--- src/design/bounded_doubly_linked_list_defines.svh ---
// Assertion macros shared by the linked list RTL.
// Depends on nothing; included by the files that carry assertions.
`ifndef BOUNDED_DOUBLY_LINKED_LIST_DEFINES_SVH
`define BOUNDED_DOUBLY_LINKED_LIST_DEFINES_SVH

// Same-cycle implication, disabled while reset is high.
`define BDLL_ASSERT_IMPLIES(label, clk, rst, ante, cons, msg) \
   label: assert property (@(posedge clk) disable iff (rst) (ante) |-> (cons)) \
      else $error(msg);

// Next-cycle implication, disabled while reset is high.
`define BDLL_ASSERT_NEXT(label, clk, rst, ante, cons, msg) \
   label: assert property (@(posedge clk) disable iff (rst) (ante) |=> (cons)) \
      else $error(msg);

`endif

--- src/design/bdll_pkg.sv ---
// Types and fixed constants of the bounded doubly linked list.
// Used by the node memory and the top level; depends on nothing.
package bdll_pkg;

   localparam int ITEM_BITS  = 32;
   localparam int POS_BITS   = 5;
   localparam int TOTAL_BITS = 5;

   typedef enum logic [2:0] {
      ACT_INS_FRONT = 3'd0,
      ACT_INS_BACK  = 3'd1,
      ACT_INS_POS   = 3'd2,
      ACT_REM_FRONT = 3'd3,
      ACT_REM_BACK  = 3'd4,
      ACT_REM_VALUE = 3'd5
   } action_type;

   typedef enum logic [2:0] {
      ST_OK      = 3'd0,
      ST_RANGE   = 3'd1,
      ST_EMPTY   = 3'd2,
      ST_MISSING = 3'd3,
      ST_FULL    = 3'd4
   } status_type;

   typedef struct packed {
      action_type                   action;
      logic signed [ITEM_BITS-1:0]  item_value;
      logic [POS_BITS-1:0]          position;
   } req_type;

   typedef struct packed {
      status_type                   status;
      logic [TOTAL_BITS-1:0]        entry_total;
      logic                         is_empty;
      logic signed [ITEM_BITS-1:0]  front_value;
      logic signed [ITEM_BITS-1:0]  back_value;
   } rsp_type;

   // Field write enables of one node write.
   typedef struct packed {
      logic value;
      logic next;
      logic prev;
   } field_sel_type;

endpackage

--- src/design/bounded_doubly_linked_list.sv ---
// Bounded doubly linked list: top level with the list sequencer.
// Depends on bdll_pkg, bdll_node_ram and bounded_doubly_linked_list_defines.svh.
//
// A request is taken when start is high and busy is low; each request gives
// exactly one response, shown on rsp_item for one cycle with rsp_valid high.
// The receiver cannot stall, so capture the response in that cycle. Busy
// drops in the response cycle, so a new request may be issued alongside it.
// Nodes live in a single-port-read node memory, one link followed per cycle:
// insert at position p walks from the front to the node before the slot,
// and remove by value walks from the front until the first match. There is
// no clearing pass after reset: unused nodes come from a fresh counter,
// freed ones from a free chain threaded through the next links.
`include "bounded_doubly_linked_list_defines.svh"

module bounded_doubly_linked_list #(
   parameter int CAPACITY   = 16,
   parameter int VALUE_BITS = 32
) (
   input  logic              clock,
   input  logic              reset,
   input  logic              start,
   output logic              busy,
   input  bdll_pkg::req_type req_item,
   output logic              rsp_valid,
   output bdll_pkg::rsp_type rsp_item
);

   localparam int AW   = $clog2(CAPACITY);
   localparam int LW   = $clog2(CAPACITY + 1);
   localparam int CMPW = (LW > bdll_pkg::POS_BITS) ? LW : bdll_pkg::POS_BITS;
   localparam logic [LW-1:0] NIL = LW'(CAPACITY);

   typedef enum logic [3:0] {
      S_IDLE,
      S_DISPATCH,
      S_ALLOC,
      S_PLACE,
      S_WALK,
      S_NEW,
      S_SEARCH,
      S_FIX_A,
      S_FIX_B,
      S_FREE,
      S_VALFIX
   } state_type;

   state_type                      state_ff, state_in;
   bdll_pkg::action_type           act_ff, act_in;
   logic [VALUE_BITS-1:0]          val_ff, val_in;
   logic [bdll_pkg::POS_BITS-1:0]  pos_ff, pos_in;
   logic [bdll_pkg::POS_BITS-1:0]  k_ff, k_in;
   logic [LW-1:0]                  cur_ff, cur_in;
   logic [LW-1:0]                  n_ff, n_in;
   logic [LW-1:0]                  a_ff, a_in;
   logic [LW-1:0]                  b_ff, b_in;
   logic [LW-1:0]                  head_ff, head_in;
   logic [LW-1:0]                  tail_ff, tail_in;
   logic [LW-1:0]                  count_ff, count_in;
   logic [LW-1:0]                  fresh_ff, fresh_in;
   logic [LW-1:0]                  free_head_ff, free_head_in;
   logic [VALUE_BITS-1:0]          head_val_ff, head_val_in;
   logic [VALUE_BITS-1:0]          tail_val_ff, tail_val_in;
   bdll_pkg::status_type           status_ff, status_in;
   logic                           rsp_valid_ff, rsp_valid_in;

   // Node memory port
   logic                           wr_en;
   bdll_pkg::field_sel_type        wr_sel;
   logic [AW-1:0]                  wr_addr;
   logic [VALUE_BITS-1:0]          wr_value;
   logic [LW-1:0]                  wr_next;
   logic [LW-1:0]                  wr_prev;
   logic                           rd_en;
   logic [AW-1:0]                  rd_addr;
   logic [VALUE_BITS-1:0]          rd_value;
   logic [LW-1:0]                  rd_next;
   logic [LW-1:0]                  rd_prev;

   logic                           is_ins;
   logic                           fin;
   bdll_pkg::status_type           fin_code;

   bdll_node_ram #(
      .DEPTH      (CAPACITY),
      .VALUE_BITS (VALUE_BITS),
      .LINK_BITS  (LW)
   ) u_node_ram (
      .clock    (clock),
      .wr_en    (wr_en),
      .wr_sel   (wr_sel),
      .wr_addr  (wr_addr),
      .wr_value (wr_value),
      .wr_next  (wr_next),
      .wr_prev  (wr_prev),
      .rd_en    (rd_en),
      .rd_addr  (rd_addr),
      .rd_value (rd_value),
      .rd_next  (rd_next),
      .rd_prev  (rd_prev)
   );

   assign is_ins = (act_ff == bdll_pkg::ACT_INS_FRONT) ||
                   (act_ff == bdll_pkg::ACT_INS_BACK)  ||
                   (act_ff == bdll_pkg::ACT_INS_POS);

   // Sequencer: a_ff and b_ff are the neighbours either side of node n_ff.
   // Inserts write the new node, then patch a and b; removes read the node,
   // patch a and b, push the node on the free chain and refetch the value
   // of a new front or back.
   always_comb begin
      state_in     = state_ff;
      act_in       = act_ff;
      val_in       = val_ff;
      pos_in       = pos_ff;
      k_in         = k_ff;
      cur_in       = cur_ff;
      n_in         = n_ff;
      a_in         = a_ff;
      b_in         = b_ff;
      head_in      = head_ff;
      tail_in      = tail_ff;
      count_in     = count_ff;
      fresh_in     = fresh_ff;
      free_head_in = free_head_ff;
      head_val_in  = head_val_ff;
      tail_val_in  = tail_val_ff;
      status_in    = status_ff;
      rsp_valid_in = 1'b0;
      fin          = 1'b0;
      fin_code     = bdll_pkg::ST_OK;

      wr_en    = 1'b0;
      wr_sel   = '0;
      wr_addr  = n_ff[AW-1:0];
      wr_value = val_ff;
      wr_next  = b_ff;
      wr_prev  = a_ff;
      rd_en    = 1'b0;
      rd_addr  = cur_ff[AW-1:0];

      case (state_ff)
         S_IDLE: begin
            if (start) begin
               act_in   = req_item.action;
               val_in   = VALUE_BITS'($unsigned(req_item.item_value));
               pos_in   = req_item.position;
               state_in = S_DISPATCH;
            end
         end

         S_DISPATCH: begin
            case (act_ff)
               bdll_pkg::ACT_INS_FRONT, bdll_pkg::ACT_INS_BACK,
               bdll_pkg::ACT_INS_POS: begin
                  // Range check ranks ahead of the full check.
                  if ((act_ff == bdll_pkg::ACT_INS_POS) &&
                      (CMPW'(pos_ff) > CMPW'(count_ff))) begin
                     fin      = 1'b1;
                     fin_code = bdll_pkg::ST_RANGE;
                  end else if (count_ff == NIL) begin
                     fin      = 1'b1;
                     fin_code = bdll_pkg::ST_FULL;
                  end else if (fresh_ff != NIL) begin
                     n_in     = fresh_ff;
                     fresh_in = fresh_ff + 1'b1;
                     state_in = S_PLACE;
                  end else begin
                     // Pop the free chain: fetch the link of its head.
                     rd_en    = 1'b1;
                     rd_addr  = free_head_ff[AW-1:0];
                     state_in = S_ALLOC;
                  end
               end
               bdll_pkg::ACT_REM_FRONT, bdll_pkg::ACT_REM_BACK,
               bdll_pkg::ACT_REM_VALUE: begin
                  if (count_ff == '0) begin
                     fin      = 1'b1;
                     fin_code = bdll_pkg::ST_EMPTY;
                  end else begin
                     cur_in   = (act_ff == bdll_pkg::ACT_REM_BACK) ? tail_ff : head_ff;
                     rd_en    = 1'b1;
                     rd_addr  = cur_in[AW-1:0];
                     state_in = S_SEARCH;
                  end
               end
               default: begin
                  // Undefined action: report the list untouched.
                  fin      = 1'b1;
                  fin_code = bdll_pkg::ST_OK;
               end
            endcase
         end

         S_ALLOC: begin
            n_in         = free_head_ff;
            free_head_in = rd_next;
            state_in     = S_PLACE;
         end

         S_PLACE: begin
            case (act_ff)
               bdll_pkg::ACT_INS_FRONT: begin
                  a_in     = NIL;
                  b_in     = head_ff;
                  state_in = S_NEW;
               end
               bdll_pkg::ACT_INS_BACK: begin
                  a_in     = tail_ff;
                  b_in     = NIL;
                  state_in = S_NEW;
               end
               default: begin
                  if (pos_ff == '0) begin
                     a_in     = NIL;
                     b_in     = head_ff;
                     state_in = S_NEW;
                  end else begin
                     cur_in   = head_ff;
                     k_in     = pos_ff;
                     rd_en    = 1'b1;
                     rd_addr  = head_ff[AW-1:0];
                     state_in = S_WALK;
                  end
               end
            endcase
         end

         S_WALK: begin
            // Read data holds node cur; stop on the node before the slot.
            if (k_ff == bdll_pkg::POS_BITS'(1)) begin
               a_in     = cur_ff;
               b_in     = rd_next;
               state_in = S_NEW;
            end else begin
               cur_in  = rd_next;
               k_in    = k_ff - 1'b1;
               rd_en   = 1'b1;
               rd_addr = rd_next[AW-1:0];
            end
         end

         S_NEW: begin
            wr_en    = 1'b1;
            wr_sel   = '{value: 1'b1, next: 1'b1, prev: 1'b1};
            count_in = count_ff + 1'b1;
            if (a_ff == NIL) head_val_in = val_ff;
            if (b_ff == NIL) tail_val_in = val_ff;
            state_in = S_FIX_A;
         end

         S_SEARCH: begin
            if ((act_ff != bdll_pkg::ACT_REM_VALUE) || (rd_value == val_ff)) begin
               n_in     = cur_ff;
               a_in     = rd_prev;
               b_in     = rd_next;
               state_in = S_FIX_A;
            end else if (rd_next == NIL) begin
               fin      = 1'b1;
               fin_code = bdll_pkg::ST_MISSING;
            end else begin
               cur_in  = rd_next;
               rd_en   = 1'b1;
               rd_addr = rd_next[AW-1:0];
            end
         end

         S_FIX_A: begin
            if (a_ff != NIL) begin
               wr_en   = 1'b1;
               wr_sel  = '{value: 1'b0, next: 1'b1, prev: 1'b0};
               wr_addr = a_ff[AW-1:0];
               wr_next = is_ins ? n_ff : b_ff;
            end else begin
               head_in = is_ins ? n_ff : b_ff;
            end
            state_in = S_FIX_B;
         end

         S_FIX_B: begin
            if (b_ff != NIL) begin
               wr_en   = 1'b1;
               wr_sel  = '{value: 1'b0, next: 1'b0, prev: 1'b1};
               wr_addr = b_ff[AW-1:0];
               wr_prev = is_ins ? n_ff : a_ff;
            end else begin
               tail_in = is_ins ? n_ff : a_ff;
            end
            if (is_ins) begin
               fin      = 1'b1;
               fin_code = bdll_pkg::ST_OK;
            end else begin
               state_in = S_FREE;
            end
         end

         S_FREE: begin
            // Push the node on the free chain; fetch a new end value if needed.
            wr_en        = 1'b1;
            wr_sel       = '{value: 1'b0, next: 1'b1, prev: 1'b0};
            wr_next      = free_head_ff;
            free_head_in = n_ff;
            count_in     = count_ff - 1'b1;
            if ((a_ff == NIL) && (b_ff != NIL)) begin
               rd_en    = 1'b1;
               rd_addr  = b_ff[AW-1:0];
               state_in = S_VALFIX;
            end else if ((b_ff == NIL) && (a_ff != NIL)) begin
               rd_en    = 1'b1;
               rd_addr  = a_ff[AW-1:0];
               state_in = S_VALFIX;
            end else begin
               fin      = 1'b1;
               fin_code = bdll_pkg::ST_OK;
            end
         end

         S_VALFIX: begin
            if (a_ff == NIL) head_val_in = rd_value;
            else             tail_val_in = rd_value;
            fin      = 1'b1;
            fin_code = bdll_pkg::ST_OK;
         end

         default: begin
            state_in = S_IDLE;
         end
      endcase

      if (fin) begin
         status_in    = fin_code;
         rsp_valid_in = 1'b1;
         state_in     = S_IDLE;
      end
   end

   always_ff @(posedge clock) begin
      if (reset) begin
         state_ff     <= S_IDLE;
         rsp_valid_ff <= 1'b0;
         head_ff      <= NIL;
         tail_ff      <= NIL;
         count_ff     <= '0;
         fresh_ff     <= '0;
         free_head_ff <= NIL;
      end else begin
         state_ff     <= state_in;
         rsp_valid_ff <= rsp_valid_in;
         head_ff      <= head_in;
         tail_ff      <= tail_in;
         count_ff     <= count_in;
         fresh_ff     <= fresh_in;
         free_head_ff <= free_head_in;
      end
      // Payload: no reset needed.
      act_ff      <= act_in;
      val_ff      <= val_in;
      pos_ff      <= pos_in;
      k_ff        <= k_in;
      cur_ff      <= cur_in;
      n_ff        <= n_in;
      a_ff        <= a_in;
      b_ff        <= b_in;
      head_val_ff <= head_val_in;
      tail_val_ff <= tail_val_in;
      status_ff   <= status_in;
   end

   // Response fields come straight from held state; they are stable for the
   // strobe cycle because nothing changes until the next request is taken.
   assign busy                 = (state_ff != S_IDLE);
   assign rsp_valid            = rsp_valid_ff;
   assign rsp_item.status      = status_ff;
   assign rsp_item.entry_total = (bdll_pkg::TOTAL_BITS)'(count_ff);
   assign rsp_item.is_empty    = (count_ff == '0);
   assign rsp_item.front_value = (head_ff == NIL) ? '0 :
                                 (bdll_pkg::ITEM_BITS)'(head_val_ff);
   assign rsp_item.back_value  = (tail_ff == NIL) ? '0 :
                                 (bdll_pkg::ITEM_BITS)'(tail_val_ff);

   `BDLL_ASSERT_NEXT(a_accept_busy, clock, reset, start && !busy, busy,
      "accepted request left sequencer idle")
   `BDLL_ASSERT_IMPLIES(a_strobe_idle, clock, reset, rsp_valid, !busy,
      "response strobe while busy")
   `BDLL_ASSERT_IMPLIES(a_empty_links, clock, reset, !busy,
      ((count_ff == '0) == (head_ff == NIL)) && ((count_ff == '0) == (tail_ff == NIL)),
      "count disagrees with end links")
   `BDLL_ASSERT_IMPLIES(a_full_status, clock, reset,
      rsp_valid && (status_ff == bdll_pkg::ST_FULL), count_ff == NIL,
      "full status on a list with room")
   `BDLL_ASSERT_IMPLIES(a_pool_bound, clock, reset, !busy, count_ff <= fresh_ff,
      "more entries than nodes handed out")

endmodule

--- src/design/bdll_node_ram.sv ---
// Node pool memory: value, next link and prev link per node, one write
// and one registered read per cycle. Depends on bdll_pkg.
module bdll_node_ram #(
   parameter int DEPTH      = 16,
   parameter int VALUE_BITS = 32,
   parameter int LINK_BITS  = 5
) (
   input  logic                          clock,
   input  logic                          wr_en,
   input  bdll_pkg::field_sel_type       wr_sel,
   input  logic [$clog2(DEPTH)-1:0]      wr_addr,
   input  logic [VALUE_BITS-1:0]         wr_value,
   input  logic [LINK_BITS-1:0]          wr_next,
   input  logic [LINK_BITS-1:0]          wr_prev,
   input  logic                          rd_en,
   input  logic [$clog2(DEPTH)-1:0]      rd_addr,
   output logic [VALUE_BITS-1:0]         rd_value,
   output logic [LINK_BITS-1:0]          rd_next,
   output logic [LINK_BITS-1:0]          rd_prev
);

   typedef struct packed {
      logic [VALUE_BITS-1:0] value;
      logic [LINK_BITS-1:0]  next;
      logic [LINK_BITS-1:0]  prev;
   } node_type;

   node_type mem [DEPTH];

   logic [VALUE_BITS-1:0] rd_value_ff, rd_value_in;
   logic [LINK_BITS-1:0]  rd_next_ff, rd_next_in;
   logic [LINK_BITS-1:0]  rd_prev_ff, rd_prev_in;
   logic                  same_addr;

   // Forward fields written in the same cycle as the read.
   always_comb begin
      same_addr   = wr_en && (wr_addr == rd_addr);
      rd_value_in = (same_addr && wr_sel.value) ? wr_value : mem[rd_addr].value;
      rd_next_in  = (same_addr && wr_sel.next)  ? wr_next  : mem[rd_addr].next;
      rd_prev_in  = (same_addr && wr_sel.prev)  ? wr_prev  : mem[rd_addr].prev;
   end

   always_ff @(posedge clock) begin
      if (wr_en) begin
         if (wr_sel.value) mem[wr_addr].value <= wr_value;
         if (wr_sel.next)  mem[wr_addr].next  <= wr_next;
         if (wr_sel.prev)  mem[wr_addr].prev  <= wr_prev;
      end
   end

   always_ff @(posedge clock) begin
      if (rd_en) begin
         rd_value_ff <= rd_value_in;
         rd_next_ff  <= rd_next_in;
         rd_prev_ff  <= rd_prev_in;
      end
   end

   assign rd_value = rd_value_ff;
   assign rd_next  = rd_next_ff;
   assign rd_prev  = rd_prev_ff;

endmodule

--- config.mk ---
export PLATFORM = sky130hd
export DESIGN_NAME = bounded_doubly_linked_list
export DESIGN_NICKNAME = d
export VERILOG_FILES = /design/src/design/bdll_pkg.sv /design/src/design/bounded_doubly_linked_list.sv /design/src/design/bdll_node_ram.sv
export VERILOG_INCLUDE_DIRS = /design/src /design/src/design
export SDC_FILE = /design/constraint.sdc
export NUM_CORES = 1
export LEC_CHECK = 0
export ABC_AREA = 1
export BUFFER_PORTS_ARGS = -buffer_cell sky130_fd_sc_hd__buf_2
export CELL_PAD_IN_SITES_DETAIL_PLACEMENT = 1
export CELL_PAD_IN_SITES_GLOBAL_PLACEMENT = 2
export CORE_AREA = 8 8 321 323
export CTS_BUF_LIST = sky130_fd_sc_hd__clkbuf_8
export CTS_CLUSTER_SIZE = 28
export DETAILED_ROUTE_END_ITERATION = 10
export DIE_AREA = 0 0 329 331
export PLACE_DENSITY = 0.73
export SYNTH_ARGS = -nofsm -noshare
export SYNTH_HDL_FRONTEND = slang
export SYNTH_SLANG_ARGS = --single-unit
--- constraint.sdc ---
create_clock -name clock -period 4.3 [get_ports clock]
set_clock_uncertainty 0.2 [all_clocks]
set_input_delay 0.43 -clock clock [delete_from_list [all_inputs] [get_ports clock]]
set_output_delay 0.43 -clock clock [all_outputs]
set_load 0.005 [all_outputs]
==> out/qor.csv, run 1 <==
metric,value,unit
drc,0,
worstSetupEndpointType,flip-flop,
startpoint_type,flip-flop,
cts_root_buf,clkbuf_8,
setup_viol,0,
synth_top_cell_by_area,edfxtp_1,
fp.dieW,329,um
worst_ep_required_time,4.68,ns
hpwl,76.9,mm
fp-row-count,115,
post_synth.cell_area_avg,11.0,um2
clk_pin_slew,0.06,ns
drive_above_1_share,0.133,
synth_top_area_frac,0.669,
grt_pass1_vias,29600,
cts-htree-levels,4,
fmax,0.249,GHz
grt_pass1_wl,189,mm
io_buffers,117,
path_cells,"xnor2_2, nand2_1, nor2_1, nand2_1, nor2_1, nand2_1, nand3_1, nand2_1, nand2_1, nand2_4, buf_12, buf_4, nand3_1, nand3_1, nand3_1, nand3_1, nand3_1, nand2_1",
grt_use_total,0.232,
yosysWarnings,0,
ys_top_cells_by_area,"edfxtp_1 67%, nand3_1 13%, nand2_1 7.6%",
synth_commonest_cells,"1010 x nand3_1, 846 x edfxtp_1, 769 x nand2_1, 196 x inv_1, 116 x nor2_1",
initial_utilization,0.389,
rsz0062_at_grt,no,
core_area,97700,um2
die-area,109000,um2
antenna_found_initial,6,
cp_max_fo,100,
antenna_left,0,
postPlaceCellArea,41100,um2
wl_per_cell,25.0,um
p_leak,0.0168,uW
drv_slew,0,
synthArstFlopShare,0,
synth_cells,3458,
r2r_slack,0.29,ns
io_pins,118,
yosysSeqAreaShare,0.685,
vias,28500,
synth_most_common_cell,nand3_1,
period_minus_slack,4.01,ns
power_density,753,nW/um2
numCtsBuffers,153,
gp_congestion,0.854,
post_cts_buffers,0,
synth-edff-count,846,
final_net_count,3761,
synth_ff_type,edfxtp_1,
drv_cap,0,
cts_max_path_buffers,3,
dr.first_iter.drc_count,2322,
grt_overflow,0,
die_h,331,um
grt_start_max_net_pins,105,
timing.final.crit_share,0.933,
cts_sinks,876,
hold_class,in2reg,
clkLatencyLatePin,0.84,ns
peakVddDrop,0.000651,V
worst_path_largest_cell_delay,0.51,ns
synthToLayoutAreaGrowth,16.4,%
syn_area,38000,um2
via_per_inst,5.59,
path_class,reg2reg,
worst_slew_pin_slew,1.26,ns
num-fill-cells,10600,
status,finished clean,
timing.slew.headroom,0.152,
fin_area,44200,um2
finalHoldViolCount,0,
wl,128,mm
tritoncts,yes,
tns,0,ns
critical-path-slowest-cell,edfxtp_1,
synth-seq-cells,876,
total_power,33300,uW
arrival,4.40,ns
synth_cell_type_count,47,
dr.pass1.iters,6,
synth_fp_nets,3516,
[path summary, 6_finish.rpt]
path | endpoint | start | cells past startpoint
worst min-delay path | val_ff[21]$_DFFE_PP_ | req_item[26] | 2
worst max register to register | u_node_ram.rd_value[24]$_DFFE_PP_ | val_ff[31]$_DFFE_PP_ | 18
worst min register to register | count_ff[4]$_SDFFE_PP0P_ | count_ff[4]$_SDFFE_PP0P_ | 1
worst max-delay path | u_node_ram.rd_value[24]$_DFFE_PP_ | val_ff[31]$_DFFE_PP_ | 18
[critical path, delay by kind of cell, from the launching register on]
| kind | cells | cell delay, ns |
|---|---|---|
| DFF | 1 | 0.51 |
| xor gates and xnor gates | 1 | 0.32 |
| and+or+nand+nor | 15 | 1.93 |
| buffers and inverters | 2 | 0.60 |
[layout by cell type (no fill, tap or decap), types with 2 or more instances in the layout]
| master | netlist | routed |
|---|---|---|
| clkinvlp_4 | 0 | 6 |
| nand3_1 | 1010 | 1009 |
| o22ai_1 | 5 | 5 |
| inv_12 | 0 | 3 |
| nand2_1 | 769 | 766 |
| nor2_2 | 7 | 6 |
| nand3_2 | 1 | 2 |
| or2_2 | 3 | 3 |
| buf_12 | 0 | 50 |
| o211ai_1 | 9 | 9 |
| o221ai_1 | 13 | 12 |
| a211oi_1 | 4 | 4 |
| inv_1 | 196 | 237 |
| o21ai_2 | 1 | 5 |
| dfxtp_1 | 30 | 30 |
| o31ai_1 | 3 | 3 |
| nor2_1 | 116 | 95 |
| clkinv_1 | 3 | 29 |
| buf_2 | 109 | 117 |
| a21oi_1 | 45 | 45 |
| buf_4 | 17 | 90 |
| nand2_4 | 0 | 2 |
| nand3b_1 | 13 | 13 |
| o21ai_1 | 4 | 4 |
| xnor2_1 | 27 | 26 |
| clkbuf_8 | 0 | 155 |
| ha_1 | 14 | 14 |
| inv_8 | 0 | 5 |
| o21ai_0 | 74 | 69 |
| nand4_1 | 12 | 12 |
| nor4_1 | 2 | 2 |
| inv_2 | 8 | 9 |
| dlygate4sd3_1 | 0 | 42 |
| xor2_1 | 2 | 2 |
| edfxtp_1 | 846 | 846 |
| nand2_2 | 3 | 3 |
| clkinv_2 | 0 | 17 |
| nor2_4 | 1 | 23 |
| nor3_1 | 15 | 15 |
[flip-flops by register name, indices dropped and copies added, names as in the netlist, 3 cells and up]
register / count
u_node_ram.mem: 672
head_val_ff: 32
tail_val_ff: 32
u_node_ram.rd_value: 32
val_ff: 32
a_ff: 5
b_ff: 5
count_ff: 5
cur_ff: 5
free_head_ff: 5
fresh_ff: 5
head_ff: 5
k_ff: 5
n_ff: 5
pos_ff: 5
tail_ff: 5
u_node_ram.rd_next: 5
u_node_ram.rd_prev: 5
state_ff: 4
act_ff: 3
status_ff: 3
[per-layer routing]
layer,track usage,share of wire,vias up
met5,0,0.00010,-
met4,0.0832,0.029,2
met3,0.0511,0.078,251
met2,0.374,0.47,1051
met1,0.310,0.43,14400
li1,-,-,12800
[metrics by stage]
stage,hold WS [ns],util,cells,worst slack [ns]
detailed placement,0.294,0.421,4793,0.258
global route,0.0697,0.452,5093,0.0753
global placement,0.290,0.421,4793,0.374
CTS,0.0196,0.452,5092,0.218
finish,0.112,0.452,5093,0.287
floorplan,0.268,-,3458,0.166
[what timing repair did]
item / 4_1_cts / 5_1_grt
setup endpoints to repair: 0 / 4
hold endpoints to repair: 59 / 0
gates resized for setup: 0 / 1
hold buffers: 42 / 0
[layout make-up]
class | count | area, um2 | area share
inverter | 207 | 778 | 0.0176
multi-input combinational | 2166 | 10400 | 0.236
clock inverter | 102 | 544 | 0.0123
sequential | 876 | 26000 | 0.588
timing repair buffer | 299 | 2680 | 0.0607
clock buffer | 155 | 2130 | 0.0483
tap | 1287 | 1610 | 0.0364
antenna | 1 | 2.50 | 0.0000566
[power by group]
part	switching (uW)	total, uW	internal [uW]
clock	3500	6940	3430
sequential	470	11200	10700
combinational	10500	15200	4680
total	14500	33300	18800
[cells by family after synthesis]
group / count (synthesis) / share of synthesized area
XOR/XNOR: 29 / 0.00669
AO/OA/AOI/OAI: 167 / 0.0254
buffers and inverters: 416 / 0.0466
flip-flops: 876 / 0.685
AND/OR/NAND/NOR: 1955 / 0.231
adder cells (fa/ha/maj): 15 / 0.00514
Power figures use the tool's default switching activity.
==> run 2: changes to the inputs <==
--- a/config.mk
+++ b/config.mk
@@ -10,12 +10,12 @@
 export BUFFER_PORTS_ARGS = -buffer_cell sky130_fd_sc_hd__buf_2
 export CELL_PAD_IN_SITES_DETAIL_PLACEMENT = 1
 export CELL_PAD_IN_SITES_GLOBAL_PLACEMENT = 2
-export CORE_AREA = 8 8 321 323
+export CORE_AREA = 2 2 359 361
 export CTS_BUF_LIST = sky130_fd_sc_hd__clkbuf_8
 export CTS_CLUSTER_SIZE = 28
 export DETAILED_ROUTE_END_ITERATION = 10
-export DIE_AREA = 0 0 329 331
-export PLACE_DENSITY = 0.73
+export DIE_AREA = 0 0 361 363
+export PLACE_DENSITY = 0.58
 export SYNTH_ARGS = -nofsm -noshare
 export SYNTH_HDL_FRONTEND = slang
 export SYNTH_SLANG_ARGS = --single-unit
==> run 2 against run 1 <==
  * Power rose by 3.5%
  * Critical endpoint is now u_node_ram.rd_value[8]$_DFFE_PP_
  * Critical path depth rose by 1
  * Largest power group unchanged
  * Largest cell class unchanged
  * Die area rose by 20%
  * Hold slack got worse by 0.014 ns
  * Sequential cell count did not move
==> out/qor.csv, run 2 (synthesized netlist as in run 1, its figures left out) <==
metric,value,unit,change
synthToLayoutAreaGrowth,19.5,%,
stdcell_count,5543,,+8.8%
io_buffers,117,,unchanged
timing.slew.headroom,0.255,,+0.103
post_cts_buffers,0,,unchanged
rsz0062_at_grt,no,,
gp_congestion,0.808,,-5.5%
status,finished clean,,
period_minus_slack,3.92,ns,-0.0901 ns
die-area,131000,um2,+20%
io_pins,118,,unchanged
grt_overflow,0,,unchanged
initial_utilization,0.299,,-0.0897
p_leak,0.0172,uW,+2.2%
arrival,4.44,ns,+0.04 ns
num-fill-cells,13900,,+32%
worst_ep_required_time,4.82,ns,+0.14 ns
wl_per_cell,24.4,um,-2.4%
startpoint_type,flip-flop,,
final_cell_mix,"1007 x nand3_1, 846 x edfxtp_1, 766 x nand2_1",,
numCtsBuffers,161,,+5.2%
core_area,127000,um2,+30%
multi_input_area,10400,um2,about the same
grt_use_total,0.207,,-0.0250
path_class,reg2reg,,
drive_above_1_share,0.138,,+0.00501
final_net_count,3818,,+1.5%
via_per_inst,4.99,,-11%
wl,136,mm,+6.3%
fin_area,45400,um2,+2.6%
postPlaceCellArea,41800,um2,+1.8%
drv_cap,0,,unchanged
fmax,0.255,GHz,+2.3%
tns,0,ns,unchanged
cts_sinks,876,,unchanged
register_area,26000,um2,unchanged
timing.final.crit_share,0.912,,-0.0209
clk_pin_slew,0.06,ns,about the same
antenna_found_initial,4,,-2
hpwl,79.5,mm,+3.4%
finalHoldViolCount,0,,unchanged
worst_slew_pin_slew,1.12,ns,-0.141 ns
fp.dieW,361,um,+9.7%
clkLatencyLatePin,0.88,ns,+0.04 ns
vias,27600,,-2.9%
cts_max_path_buffers,3,,unchanged
drc,0,,unchanged
largest_reg_flops,672,,unchanged
grt_pass1_vias,28500,,-3.7%
cp_max_fo,54,,-46%
placedCellCount,5192,,+8.3%
antenna_left,0,,unchanged
layout_commonest_cell,nand3_1,,
total_power,34400,uW,+3.5%
tritoncts,yes,,
die_h,363,um,+9.7%
grt_start_max_net_pins,82,,-22%
cts-htree-levels,4,,unchanged
setup_viol,0,,unchanged
worstSetupEndpointType,flip-flop,,
drv_slew,0,,unchanged
hold_ws,0.0988,ns,-0.0137 ns
top_register,u_node_ram.mem,,
power_density,759,nW/um2,+0.88%
dr.first_iter.drc_count,1851,,-20%
fp-row-count,131,,+14%
hold_class,in2reg,,
grt_pass1_wl,199,mm,+5.0%
cts_root_buf,clkbuf_8,,
peakVddDrop,0.000713,V,+9.6%
dr.pass1.iters,5,,-1
[run 2: cell count changes in the layout (fill, tap and decap cells not counted), moves of 3 or more]
cell	before	now
inv_12	3	0
buf_4	90	109
diode_2	1	4
clkinv_2	17	12
inv_1	237	246
clkinvlp_4	6	2
buf_12	50	55
clkinv_8	1	4
clkinv_1	29	40
dlygate4sd3_1	42	67
clkbuf_8	155	165
[run 2: critical path, cell delays in order, from the launching register on]
cell and delay (ns):
edfxtp_1 0.46, nor2_1 0.14, nand4_1 0.27, ha_1 0.38, a21oi_1 0.17, o21ai_0 0.11
nand3_1 0.10, o221ai_1 0.12, nor2_1 0.11, nand2_1 0.09, nor2_4 0.22, buf_12 0.17
buf_12 0.27, buf_12 0.30, nand3_1 0.12, nand3_1 0.12, nand3_1 0.09, nand3_1 0.11
nand3_1 0.08, nand2_1 0.08
[run 2: report_power, final]
| group | total [uW] | switching (uW) | internal (uW) | leakage, uW |
|---|---|---|---|---|
| Clock | 7320 | 3630 | 3690 | 0.00165 |
| Combinational | 16000 | 10900 | 5040 | 0.00761 |
| Sequential | 11200 | 456 | 10700 | 0.00789 |
| Total | 34400 | 15000 | 19400 | 0.0172 |
[run 2: per-layer routing]
metal | wire [um] | GRT usage | up-vias
met2 | 62500 | 0.330 | 594
met5 | 0 | 0 | -
li1 | - | - | 12900
met4 | 2330 | 0.0524 | 0
met1 | 65400 | 0.296 | 14000
met3 | 5280 | 0.0295 | 174
[run 2: repair_timing]
action,CTS,global route
endpoints found under the hold margin,67,0
hold buffers,67,0
resized for setup,0,1
endpoints found under the setup margin,0,13
[run 2: worst paths after layout]
check                                                   from                               end  slack [ns]  depth (start not counted)
worst max-delay path                       a_ff[0]$_DFFE_PP_  u_node_ram.rd_value[8]$_DFFE_PP_        0.38                         19
worst min-delay path                            req_item[35]              val_ff[30]$_DFFE_PP_         0.1                          2
worst max register to register             a_ff[0]$_DFFE_PP_  u_node_ram.rd_value[8]$_DFFE_PP_        0.38                         19
worst min register to register  free_head_ff[3]$_SDFFE_PP0P_      free_head_ff[3]$_SDFFE_PP0P_        0.32                          2
[run 2: per-stage QoR]
stage / utilization / setup slack [ns]
global route: 0.357 / 0.00976
global placement: 0.329 / 0.307
floorplan: - / 0.166
finish: 0.357 / 0.377
CTS: 0.357 / 0.269
detailed placement: 0.329 / 0.306
[run 2: layout make-up]
type	instances	share of cell area
flip-flops and latches	876	0.573
multi-input cells	2166	0.230
repair buffers	348	0.0700
clock buffers	165	0.0501
well taps	1662	0.0458
inverters	207	0.0172
clock inverters	115	0.0131
diodes	4	0.000221
